[config.mk]
export PLATFORM = sky130hd
export DESIGN_NAME = mlfq_task_scheduler
export DESIGN_NICKNAME = d
export VERILOG_FILES = /design/src/hw/rtl/mlfq_pkg.sv /design/src/hw/rtl/mlfq_ram.sv /design/src/hw/rtl/mlfq_task_scheduler.sv
export SDC_FILE = /design/constraint.sdc
export NUM_CORES = 2
export LEC_CHECK = 0
export ABC_AREA = 1
export BUFFER_PORTS_ARGS = -buffer_cell sky130_fd_sc_hd__buf_2
export CORE_AREA = 2 2 273 275
export DETAILED_ROUTE_END_ITERATION = 16
export DIE_AREA = 0 0 275 277
export PLACE_DENSITY_LB_ADDON = 0.1
export SETUP_SLACK_MARGIN = 0.2
export SLEW_MARGIN = 15
export SYNTH_ARGS = -nofsm -noshare
export SYNTH_HDL_FRONTEND = slang
export SYNTH_HIERARCHICAL = 1
export SYNTH_SLANG_ARGS = --single-unit
[constraint.sdc]
create_clock -name clock -period 7.6 [get_ports clock]
set_clock_uncertainty 0.05 [all_clocks]
set_input_delay 1.52 -clock clock [delete_from_list [all_inputs] [get_ports clock]]
set_output_delay 1.52 -clock clock [all_outputs]
set_load 0.005 [all_outputs]
[src/hw/rtl/mlfq_pkg.sv]
// Package for the multilevel feedback queue scheduler.
// It holds the slot states, the event codes and the default constants.
// No dependencies.
package mlfq_pkg;
   localparam int unsigned MAX_TASKS_DEF = 16;
   localparam logic [15:0] TIMEOUT_RESET = 16'd20;

   typedef enum logic [2:0] {
      ST_EMPTY     = 3'd0,
      ST_READY     = 3'd1,
      ST_RUNNING   = 3'd2,
      ST_SUSPENDED = 3'd3,
      ST_COMPLETED = 3'd4,
      ST_TIMEOUT   = 3'd5
   } slot_st_type;

   typedef enum logic [2:0] {
      EV_STARTED   = 3'd0,
      EV_RUNNING   = 3'd1,
      EV_TIMEOUT   = 3'd2,
      EV_COMPLETED = 3'd3,
      EV_SUSPENDED = 3'd4
   } event_type;
endpackage

[src/hw/rtl/mlfq_ram.sv]
// Generic single-port-write RAM with one registered read port.
// No dependencies.
module mlfq_ram #(
   parameter int unsigned WIDTH = 4,
   parameter int unsigned DEPTH = 64
) (
   input  logic                     clock,
   input  logic                     wr_en,
   input  logic [$clog2(DEPTH)-1:0] wr_addr,
   input  logic [WIDTH-1:0]         wr_data,
   input  logic [$clog2(DEPTH)-1:0] rd_addr,
   output logic [WIDTH-1:0]         rd_data
);
   logic [WIDTH-1:0] mem [DEPTH];
   logic [WIDTH-1:0] rd_data_ff;

   always_ff @(posedge clock) begin
      if (wr_en) begin
         mem[wr_addr] <= wr_data;
      end
      rd_data_ff <= mem[rd_addr];
   end

   assign rd_data = rd_data_ff;
endmodule

[src/hw/rtl/mlfq_task_scheduler.sv]
// Four-level feedback queue scheduler over task slots, one sequencer.
// An arrive beat is taken in the idle state; a tick makes one timeout pass over
// the slots, one slot a cycle while no event is held up, plus, when the runner
// does not continue, a queue skip pass through the fifo RAM, and it stalls while
// rsp_ready is low. One item at a time. Synchronous active-high reset empties all
// slots and queues, clears the tick count and sets timeout_limit to 20.
module mlfq_task_scheduler #(
   parameter int unsigned MAX_TASKS = mlfq_pkg::MAX_TASKS_DEF
) (
   input  logic        clock,
   input  logic        reset,
   input  logic        req_valid,
   output logic        req_ready,
   input  logic        req_kind,
   input  logic [3:0]  req_task_slot,
   input  logic [1:0]  req_base_level,
   input  logic [9:0]  req_burst_ticks,
   output logic        rsp_valid,
   input  logic        rsp_ready,
   output logic [2:0]  rsp_event_res,
   output logic [3:0]  rsp_event_slot,
   output logic [15:0] rsp_event_time,
   output logic [1:0]  rsp_event_level,
   output logic [9:0]  rsp_event_remaining,
   output logic        rsp_last_of_tick,
   input  logic        csr_valid,
   output logic        csr_ready,
   input  logic [15:0] csr_timeout_limit
);
   localparam int unsigned SW = (MAX_TASKS > 1) ? $clog2(MAX_TASKS) : 1;
   localparam int unsigned FW = $clog2(MAX_TASKS + 1);
   localparam int unsigned AW = SW + 2;
   localparam int unsigned EW = $clog2(MAX_TASKS) + 1;

   typedef enum logic [9:0] {
      S_IDLE  = 10'b0000000001,
      S_POPRD = 10'b0000000010,
      S_POPCK = 10'b0000000100,
      S_RUNEV = 10'b0000001000,
      S_SCAN  = 10'b0000010000,
      S_START = 10'b0000100000,
      S_END   = 10'b0001000000,
      S_OUT   = 10'b0010000000,
      S_PUSH  = 10'b0100000000,
      S_LAST  = 10'b1000000000
   } state_type;

   state_type state_ff, state_in, ret_ff;

   logic [15:0] limit_ff, tick_ff;
   mlfq_pkg::slot_st_type status_ff [MAX_TASKS];
   logic [1:0]  base_ff [MAX_TASKS];
   logic [1:0]  cur_ff  [MAX_TASKS];
   logic [9:0]  rem_ff  [MAX_TASKS];
   logic [15:0] wait_ff [MAX_TASKS];
   logic [SW-1:0] head_ff [4];
   logic [FW-1:0] fill_ff [4];
   logic          run_v_ff;
   logic [SW-1:0] run_ff;
   logic          cont_ff;
   logic [1:0]    lvl_ff;
   logic [SW:0]   idx_ff;

   logic          pd_v_ff;
   mlfq_pkg::event_type pd_res_ff;
   logic [3:0]    pd_slot_ff;
   logic [15:0]   pd_time_ff;
   logic [1:0]    pd_lvl_ff;
   logic [9:0]    pd_rem_ff;

   logic          ob_v_ff;
   logic [2:0]    ob_res_ff;
   logic [3:0]    ob_slot_ff;
   logic [15:0]   ob_time_ff;
   logic [1:0]    ob_lvl_ff;
   logic [9:0]    ob_rem_ff;
   logic          ob_last_ff;

   // fifo RAM
   logic          wr_en;
   logic [AW-1:0] wr_addr, rd_addr;
   logic [3:0]    wr_data, rd_data;
   logic [SW-1:0] tail;

   mlfq_ram #(.WIDTH(4), .DEPTH(4 * MAX_TASKS)) u_fifo (
      .clock  (clock),
      .wr_en  (wr_en),
      .wr_addr(wr_addr),
      .wr_data(wr_data),
      .rd_addr(rd_addr),
      .rd_data(rd_data)
   );

   logic          arrive;
   logic [SW-1:0] aslot;
   logic          aslot_ok;
   logic [SW-1:0] e_slot;
   logic          e_ok;
   logic [SW-1:0] sidx;
   logic          s_wait, s_to;
   logic [15:0]   tnext;
   logic [1:0]    dem_lvl;
   logic          push_tick;
   logic          scan_done;
   logic          gen_ok;
   logic          gen_fire;

   function automatic logic [SW-1:0] inc_wrap(input logic [SW-1:0] v);
      logic [SW-1:0] r;
      r = (v == SW'(MAX_TASKS - 1)) ? '0 : v + SW'(1);
      return r;
   endfunction

   function automatic logic [AW-1:0] fifo_addr(input logic [1:0] l, input logic [SW-1:0] p);
      logic [AW-1:0] a;
      a = AW'(l) * AW'(MAX_TASKS) + AW'(p);
      return a;
   endfunction

   function automatic logic [SW-1:0] tail_of(input logic [SW-1:0] h, input logic [FW-1:0] f);
      logic [EW-1:0] sum;
      sum = EW'(h) + EW'(f);
      if (sum >= EW'(MAX_TASKS)) begin
         sum = sum - EW'(MAX_TASKS);
      end
      return sum[SW-1:0];
   endfunction

   assign req_ready = (state_ff == S_IDLE);
   assign csr_ready = (state_ff == S_IDLE);
   assign arrive    = req_valid && req_ready && !req_kind;
   assign aslot     = SW'(req_task_slot);
   assign aslot_ok  = (7'(req_task_slot) < 7'(MAX_TASKS))
                      && (status_ff[aslot] == mlfq_pkg::ST_EMPTY
                          || status_ff[aslot] == mlfq_pkg::ST_COMPLETED)
                      && (fill_ff[req_base_level] < FW'(MAX_TASKS));
   assign e_ok      = (7'(rd_data) < 7'(MAX_TASKS));
   assign e_slot    = SW'(rd_data);
   assign sidx      = idx_ff[SW-1:0];
   assign s_wait    = !(run_v_ff && sidx == run_ff)
                      && (status_ff[sidx] == mlfq_pkg::ST_READY
                          || status_ff[sidx] == mlfq_pkg::ST_SUSPENDED);
   assign s_to      = s_wait && ((tick_ff - wait_ff[sidx]) >= limit_ff);
   assign tnext     = tick_ff + 16'd1;
   assign dem_lvl   = (cur_ff[run_ff] == 2'd3) ? 2'd3 : cur_ff[run_ff] + 2'd1;
   assign push_tick = (state_ff == S_PUSH);
   assign scan_done = (idx_ff == (SW+1)'(MAX_TASKS));
   assign gen_ok    = !pd_v_ff || !ob_v_ff;
   assign gen_fire  = gen_ok && ((state_ff == S_RUNEV)
                                 || (state_ff == S_SCAN && !scan_done && s_to)
                                 || (state_ff == S_START && run_v_ff)
                                 || (state_ff == S_OUT));

   always_comb begin
      tail    = '0;
      wr_en   = 1'b0;
      wr_addr = '0;
      wr_data = '0;
      if (arrive && aslot_ok) begin
         tail    = tail_of(head_ff[req_base_level], fill_ff[req_base_level]);
         wr_en   = 1'b1;
         wr_addr = fifo_addr(req_base_level, tail);
         wr_data = 4'(aslot);
      end else if (push_tick) begin
         tail    = tail_of(head_ff[cur_ff[run_ff]], fill_ff[cur_ff[run_ff]]);
         wr_en   = fill_ff[cur_ff[run_ff]] < FW'(MAX_TASKS);
         wr_addr = fifo_addr(cur_ff[run_ff], tail);
         wr_data = 4'(run_ff);
      end
   end

   assign rd_addr = fifo_addr(lvl_ff, head_ff[lvl_ff]);

   assign state_in = state_ff;

   always_ff @(posedge clock) begin
      if (reset) begin
         state_ff <= S_IDLE;
         ret_ff   <= S_IDLE;
         limit_ff <= mlfq_pkg::TIMEOUT_RESET;
         tick_ff  <= '0;
         run_v_ff <= 1'b0;
         run_ff   <= '0;
         ob_v_ff  <= 1'b0;
         pd_v_ff  <= 1'b0;
         cont_ff  <= 1'b0;
         lvl_ff   <= '0;
         idx_ff   <= '0;
         for (int i = 0; i < MAX_TASKS; i++) begin
            status_ff[i] <= mlfq_pkg::ST_EMPTY;
         end
         for (int l = 0; l < 4; l++) begin
            head_ff[l] <= '0;
            fill_ff[l] <= '0;
         end
      end else begin
         if (ob_v_ff && rsp_ready) begin
            ob_v_ff <= 1'b0;
         end
         if (csr_valid && csr_ready) begin
            limit_ff <= csr_timeout_limit;
         end
         if (gen_fire) begin
            pd_v_ff <= 1'b1;
            if (pd_v_ff) begin
               ob_v_ff    <= 1'b1;
               ob_res_ff  <= pd_res_ff;
               ob_slot_ff <= pd_slot_ff;
               ob_time_ff <= pd_time_ff;
               ob_lvl_ff  <= pd_lvl_ff;
               ob_rem_ff  <= pd_rem_ff;
               ob_last_ff <= 1'b0;
            end
         end
         unique case (state_in)
            S_IDLE: begin
               if (req_valid && !req_kind) begin
                  if (aslot_ok) begin
                     fill_ff[req_base_level] <= fill_ff[req_base_level] + FW'(1);
                     base_ff[aslot]   <= req_base_level;
                     cur_ff[aslot]    <= req_base_level;
                     rem_ff[aslot]    <= req_burst_ticks;
                     wait_ff[aslot]   <= tick_ff;
                     status_ff[aslot] <= mlfq_pkg::ST_READY;
                  end
               end else if (req_valid) begin
                  idx_ff  <= '0;
                  lvl_ff  <= '0;
                  if (run_v_ff && base_ff[run_ff] == 2'd0
                      && status_ff[run_ff] == mlfq_pkg::ST_RUNNING) begin
                     cont_ff  <= 1'b1;
                     state_ff <= S_RUNEV;
                  end else begin
                     cont_ff  <= 1'b0;
                     run_v_ff <= 1'b0;
                     state_ff <= S_POPRD;
                  end
               end
            end
            S_POPRD: begin
               if (fill_ff[lvl_ff] != '0) begin
                  state_ff <= S_POPCK;
               end else if (lvl_ff == 2'd3) begin
                  state_ff <= S_SCAN;
               end else begin
                  lvl_ff <= lvl_ff + 2'd1;
               end
            end
            S_POPCK: begin
               head_ff[lvl_ff] <= inc_wrap(head_ff[lvl_ff]);
               fill_ff[lvl_ff] <= fill_ff[lvl_ff] - FW'(1);
               state_ff        <= S_POPRD;
               if (e_ok) begin
                  if (status_ff[e_slot] == mlfq_pkg::ST_READY
                      || status_ff[e_slot] == mlfq_pkg::ST_SUSPENDED) begin
                     run_v_ff <= 1'b1;
                     run_ff   <= e_slot;
                     state_ff <= S_SCAN;
                  end else if (status_ff[e_slot] == mlfq_pkg::ST_TIMEOUT) begin
                     status_ff[e_slot] <= mlfq_pkg::ST_EMPTY;
                  end
               end
            end
            S_RUNEV: begin
               if (gen_ok) begin
                  pd_res_ff  <= mlfq_pkg::EV_RUNNING;
                  pd_slot_ff <= 4'(run_ff);
                  pd_time_ff <= tick_ff;
                  pd_lvl_ff  <= cur_ff[run_ff];
                  pd_rem_ff  <= rem_ff[run_ff];
                  if (rem_ff[run_ff] != '0) begin
                     rem_ff[run_ff] <= rem_ff[run_ff] - 10'd1;
                  end
                  wait_ff[run_ff] <= tnext;
                  state_ff <= S_SCAN;
               end
            end
            S_SCAN: begin
               if (scan_done) begin
                  state_ff <= cont_ff ? S_END : S_START;
               end else if (s_to) begin
                  if (gen_ok) begin
                     pd_res_ff  <= mlfq_pkg::EV_TIMEOUT;
                     pd_slot_ff <= 4'(sidx);
                     pd_time_ff <= tick_ff;
                     pd_lvl_ff  <= cur_ff[sidx];
                     pd_rem_ff  <= rem_ff[sidx];
                     status_ff[sidx] <= mlfq_pkg::ST_TIMEOUT;
                     idx_ff     <= idx_ff + (SW+1)'(1);
                  end
               end else begin
                  idx_ff <= idx_ff + (SW+1)'(1);
               end
            end
            S_START: begin
               if (!run_v_ff) begin
                  state_ff <= S_END;
               end else if (gen_ok) begin
                  pd_res_ff  <= mlfq_pkg::EV_STARTED;
                  pd_slot_ff <= 4'(run_ff);
                  pd_time_ff <= tick_ff;
                  pd_lvl_ff  <= cur_ff[run_ff];
                  pd_rem_ff  <= rem_ff[run_ff];
                  status_ff[run_ff] <= mlfq_pkg::ST_RUNNING;
                  if (rem_ff[run_ff] != '0) begin
                     rem_ff[run_ff] <= rem_ff[run_ff] - 10'd1;
                  end
                  wait_ff[run_ff] <= tnext;
                  state_ff <= S_END;
               end
            end
            S_END: begin
               tick_ff <= tnext;
               if (run_v_ff && rem_ff[run_ff] == '0) begin
                  status_ff[run_ff] <= mlfq_pkg::ST_COMPLETED;
                  run_v_ff  <= 1'b0;
                  ret_ff    <= S_LAST;
                  state_ff  <= S_OUT;
               end else if (run_v_ff && base_ff[run_ff] != 2'd0) begin
                  status_ff[run_ff] <= mlfq_pkg::ST_SUSPENDED;
                  cur_ff[run_ff]    <= dem_lvl;
                  ret_ff    <= S_PUSH;
                  state_ff  <= S_OUT;
               end else begin
                  state_ff <= S_LAST;
               end
            end
            S_OUT: begin
               if (gen_ok) begin
                  pd_res_ff  <= (ret_ff == S_PUSH) ? mlfq_pkg::EV_SUSPENDED
                                                   : mlfq_pkg::EV_COMPLETED;
                  pd_slot_ff <= 4'(run_ff);
                  pd_time_ff <= tick_ff;
                  pd_lvl_ff  <= cur_ff[run_ff];
                  pd_rem_ff  <= rem_ff[run_ff];
                  state_ff   <= ret_ff;
               end
            end
            S_PUSH: begin
               if (fill_ff[cur_ff[run_ff]] < FW'(MAX_TASKS)) begin
                  fill_ff[cur_ff[run_ff]] <= fill_ff[cur_ff[run_ff]] + FW'(1);
               end
               run_v_ff <= 1'b0;
               state_ff <= S_LAST;
            end
            S_LAST: begin
               if (!pd_v_ff) begin
                  state_ff <= S_IDLE;
               end else if (!ob_v_ff) begin
                  ob_v_ff    <= 1'b1;
                  ob_res_ff  <= pd_res_ff;
                  ob_slot_ff <= pd_slot_ff;
                  ob_time_ff <= pd_time_ff;
                  ob_lvl_ff  <= pd_lvl_ff;
                  ob_rem_ff  <= pd_rem_ff;
                  ob_last_ff <= 1'b1;
                  pd_v_ff    <= 1'b0;
                  state_ff   <= S_IDLE;
               end
            end
            default: state_ff <= S_IDLE;
         endcase
      end
   end

   assign rsp_valid           = ob_v_ff;
   assign rsp_event_res       = ob_res_ff;
   assign rsp_event_slot      = ob_slot_ff;
   assign rsp_event_time      = ob_time_ff;
   assign rsp_event_level     = ob_lvl_ff;
   assign rsp_event_remaining = ob_rem_ff;
   assign rsp_last_of_tick    = ob_last_ff;

`ifndef SYNTH
   a_ready_idle: assert property (@(posedge clock) disable iff (reset)
      req_ready |-> state_ff == S_IDLE)
      else $error("ready outside idle");
   a_one_hot: assert property (@(posedge clock) disable iff (reset)
      $onehot(state_ff))
      else $error("state not one-hot");
   a_no_overwrite: assert property (@(posedge clock) disable iff (reset)
      rsp_valid && !rsp_ready |=> rsp_valid && $stable(rsp_event_slot))
      else $error("result overwritten");
`endif
endmodule

==> run metrics <==
Max Transition Viols Final 0; maximum vdd drop roughly 230 uV; Die Area 76180 um^2; setup violators final 0; NetSw around 4500 uW; worst path required time just under 8 ns; Net Sw Frac 31.30%; Num CTS Buffers between 90 and 100; number of synthesized flops with an enable pin 891; Arrival @ worst endpoint 6.91 ns; DRT iter0 DRCs 4362; vias per cell 6.265; Fillers 5526; share of power burned in the clock network 35.3%; initial core utilization a little over 60%; Total GRT Usage 33.20%; htree depth 3; CP Class flop to flop; Max stage delay on crit path 0.83 ns; setup repair after global routing missed its margin false; vias in the first global route 33310; startpoint types flop; post-CTS setup buffer count 0; CP Capture Type flop; P per Cell Area 286.8 nW/um^2; P_int 9950 uW; status complete, no violations; Final Instance Count excl. Fillers roughly 5700; HPWL Detailed roughly 80 mm; crit-path most repeated cell o21ai_0; min Tclk post-route 6.602 ns; largest net degree at the start of global routing 170; Hold WS 0.3971 ns; share of cells above drive strength 1 9.810%; Critical Path Slowest Stage Cell dfxtp_4; library cells used by synthesis 63; Peak Freq 0.1515 GHz; Most used DFF post-synth edfxtp_1; CP delay by family, top simple AND/OR/NAND/NOR gates; IO Count 77; Logic pwr share 22.4%; Post-DRT Antenna Nets 0; total number of vias ~35000; PortBufs 76; Area Growth Syn to Fin 10.26%; yosys warns 6; CTS tree yes; die width 275 um; Final period util just under 90%; Cells after Synth approximately 4600; Least-Margin Pin Slew approximately 1.1 ns; overall routed net length 127.8 mm; overall power 14480 uW; clk_lat worst skew 0.67 ns; Die Ht about 280 um; Seq/Total Area, Yosys roughly three fifths; DRT Pass-1 Iters 8; syn nets 4653; worst path bufs/invs 4; sequential share of power 42.3%; hold buffers post-CTS 0; GR Overflow Total 0; Nets 4686; Tightest Hold Check Type flop to flop; Max-Slew Margin vs Limit 23.60%; clk sink count 965; Clock Pin Slew Worst Setup and Hold Paths roughly 0.060 ns; Final Hold Vio Count 0; number of remaining DRC errors 0; wire per inst 22.61 um; CP Cell Sequence buf_4 > a21oi_1 > o21ai_0 > o21ai_0 > o221ai_1 > nand2_1 > inv_1 > ha_1 > nand3_2 > nor2_4 > nand3_2 > nor2_4 > nand2_2 > nand2_1 > o21ai_0 > inv_1 > nand3_1 > nor2_1 > buf_4; Mapped Area 45800 um^2; # rows 100; Async SR Flop Fraction 0%; global-route wire length before repair 193.1 mm; antenna violations before repair 7; syn avg cell area 10.03 um^2; clk root buf clkbuf_16; core footprint approximately 74000 um^2; #FFs+latches synth 965; CP max FO 87; Setup WS pre-CTS 1.165 ns; CTS max path bufs 3; Max Cap Viol 0; Fin Setup TNS 0 ns; fin worst setup slack between 0.9 and 1 ns; post_cts resized 0; Placed Cells ~5500; leakage power 0.01869 uW; GP Congestion 0.9664
cells in the mapped netlist, types with 11 or more instances:
cell      instances  share of area, %
a21oi_1         207               2.3
buf_6            34              0.84
o221ai_1         51              0.98
nand4_1          31              0.42
nor3_1           58              0.63
buf_2            38              0.42
o22ai_1          47              0.64
buf_4            17              0.28
a31oi_1          11              0.15
o21ai_1          11              0.12
dfxtp_1          74               3.2
inv_1           371               3.0
nor2_1          498               4.1
a211oi_1         12              0.20
nand3_1         483               5.3
mux2_2           35              0.86
buf_1            22              0.18
ha_1             47               1.3
clkbuf_1        132               1.1
edfxtp_1        891                58
inv_2            11             0.090
o21ai_0         466               5.1
nand2_2          16              0.22
nand2_1         811               6.6
xor2_1           32              0.61
o211ai_1         54              0.89
logic make-up after synthesis:
group | count (synthesis) | synth area share [%]
XOR/XNOR | 40 | 0.7649
flip-flops | 965 | 61.65
buffers and inverters | 632 | 6.010
adder cells (fa/ha/maj) | 50 | 1.415
multiplexers | 35 | 0.8605
AO/OA/AOI/OAI | 888 | 10.86
AND/OR/NAND/NOR | 1955 | 18.44
worst register-to-register path: cells and delay by family (launching register included):
kind,cells,cell delay [ns]
buf+inv,4,1.44
fa+ha+maj,1,0.18
flops,1,0.83
simple gates,9,2.70
compound gates,5,1.10
power by group through the flow:
| stage | combinational (uW) | sequential [uW] | clock [uW] |
|---|---|---|---|
| 6_report | 3250 | 6120 | 5110 |
| 5_1_grt | 3570 | 6130 | 5350 |
| 4_1_cts | 3190 | 6120 | 5140 |
| 3_5_place_dp | 3160 | 6230 | 0 |
| 3_3_place_gp | 3100 | 6220 | 0 |
| 2_1_floorplan | 2370 | 6130 | 0 |
metal layers:
metal	vias to the layer above	track usage, %	wire length [um]
li1	16080	-	-
met1	16880	46.19	49380
met2	2093	52.49	59630
met3	354	5.723	13590
met4	4	12.71	5137
met5	-	0	27
registers in the layout, indices dropped and copies added, names as in the netlist, 5 cells and up, named ones only:
name                 count
base_ff                 32
pd_time_ff              16
rsp_event_time          16
rem_ff                 160
fill_ff                 20
pd_rem_ff               10
tick_ff                 16
u_fifo/mem             256
wait_ff                256
rsp_event_remaining     10
idx_ff                   5
limit_ff                16
cur_ff                  32
status_ff               48
head_ff                 16
state_ff                10
final cells by class:
cell class                      instances  area (um^2)  share of cell area, %
Clock inverter                         66        845.8                  1.675
Inverter                              388         1469                  2.909
Tap cell                              969         1212                  2.401
Antenna cell                            3        7.507                0.01487
Sequential cell                       965        28250                  55.95
Clock buffer                          114         2555                  5.059
Multi-Input combinational cell       2968        14980                  29.67
Timing Repair Buffer                  178         1171                  2.319
worst paths after layout:
check	start	cells after the start	end	slack [ns]
worst max-delay path	flop	19	rem_ff[9][8]	1.0
worst min register to register	ret_ff[0]	2	ret_ff[0]	0.40
worst min-delay path	ret_ff[0]	2	ret_ff[0]	0.40
worst max register to register	flop	19	rem_ff[9][8]	1.0
layout by cell type (no fill, tap or decap), types with 16 or more instances in the layout:
| cell type | n |
|---|---|
| nand2_2 | 16 |
| nand3_1 | 483 |
| dfxtp_1 | 68 |
| buf_4 | 100 |
| xor2_1 | 32 |
| mux2_2 | 35 |
| buf_2 | 76 |
| nand2_1 | 811 |
| nor2_1 | 482 |
| bufinv_16 | 19 |
| clkbuf_16 | 100 |
| nor3_1 | 57 |
| inv_1 | 369 |
| ha_1 | 47 |
| o21ai_0 | 461 |
| a21oi_1 | 207 |
| nand4_1 | 31 |
| clkinv_1 | 26 |
| o221ai_1 | 51 |
| o22ai_1 | 41 |
| nor2_2 | 24 |
| o211ai_1 | 54 |
| edfxtp_1 | 891 |
per-stage QoR:
stage,utilization (%),instance area [um^2]
floorplan,-,45800
global placement,63.99,47080
detailed placement,63.99,47080
CTS,68.61,50480
global route,68.64,50500
finish,68.64,50500
(Power assumes the default switching activity.)
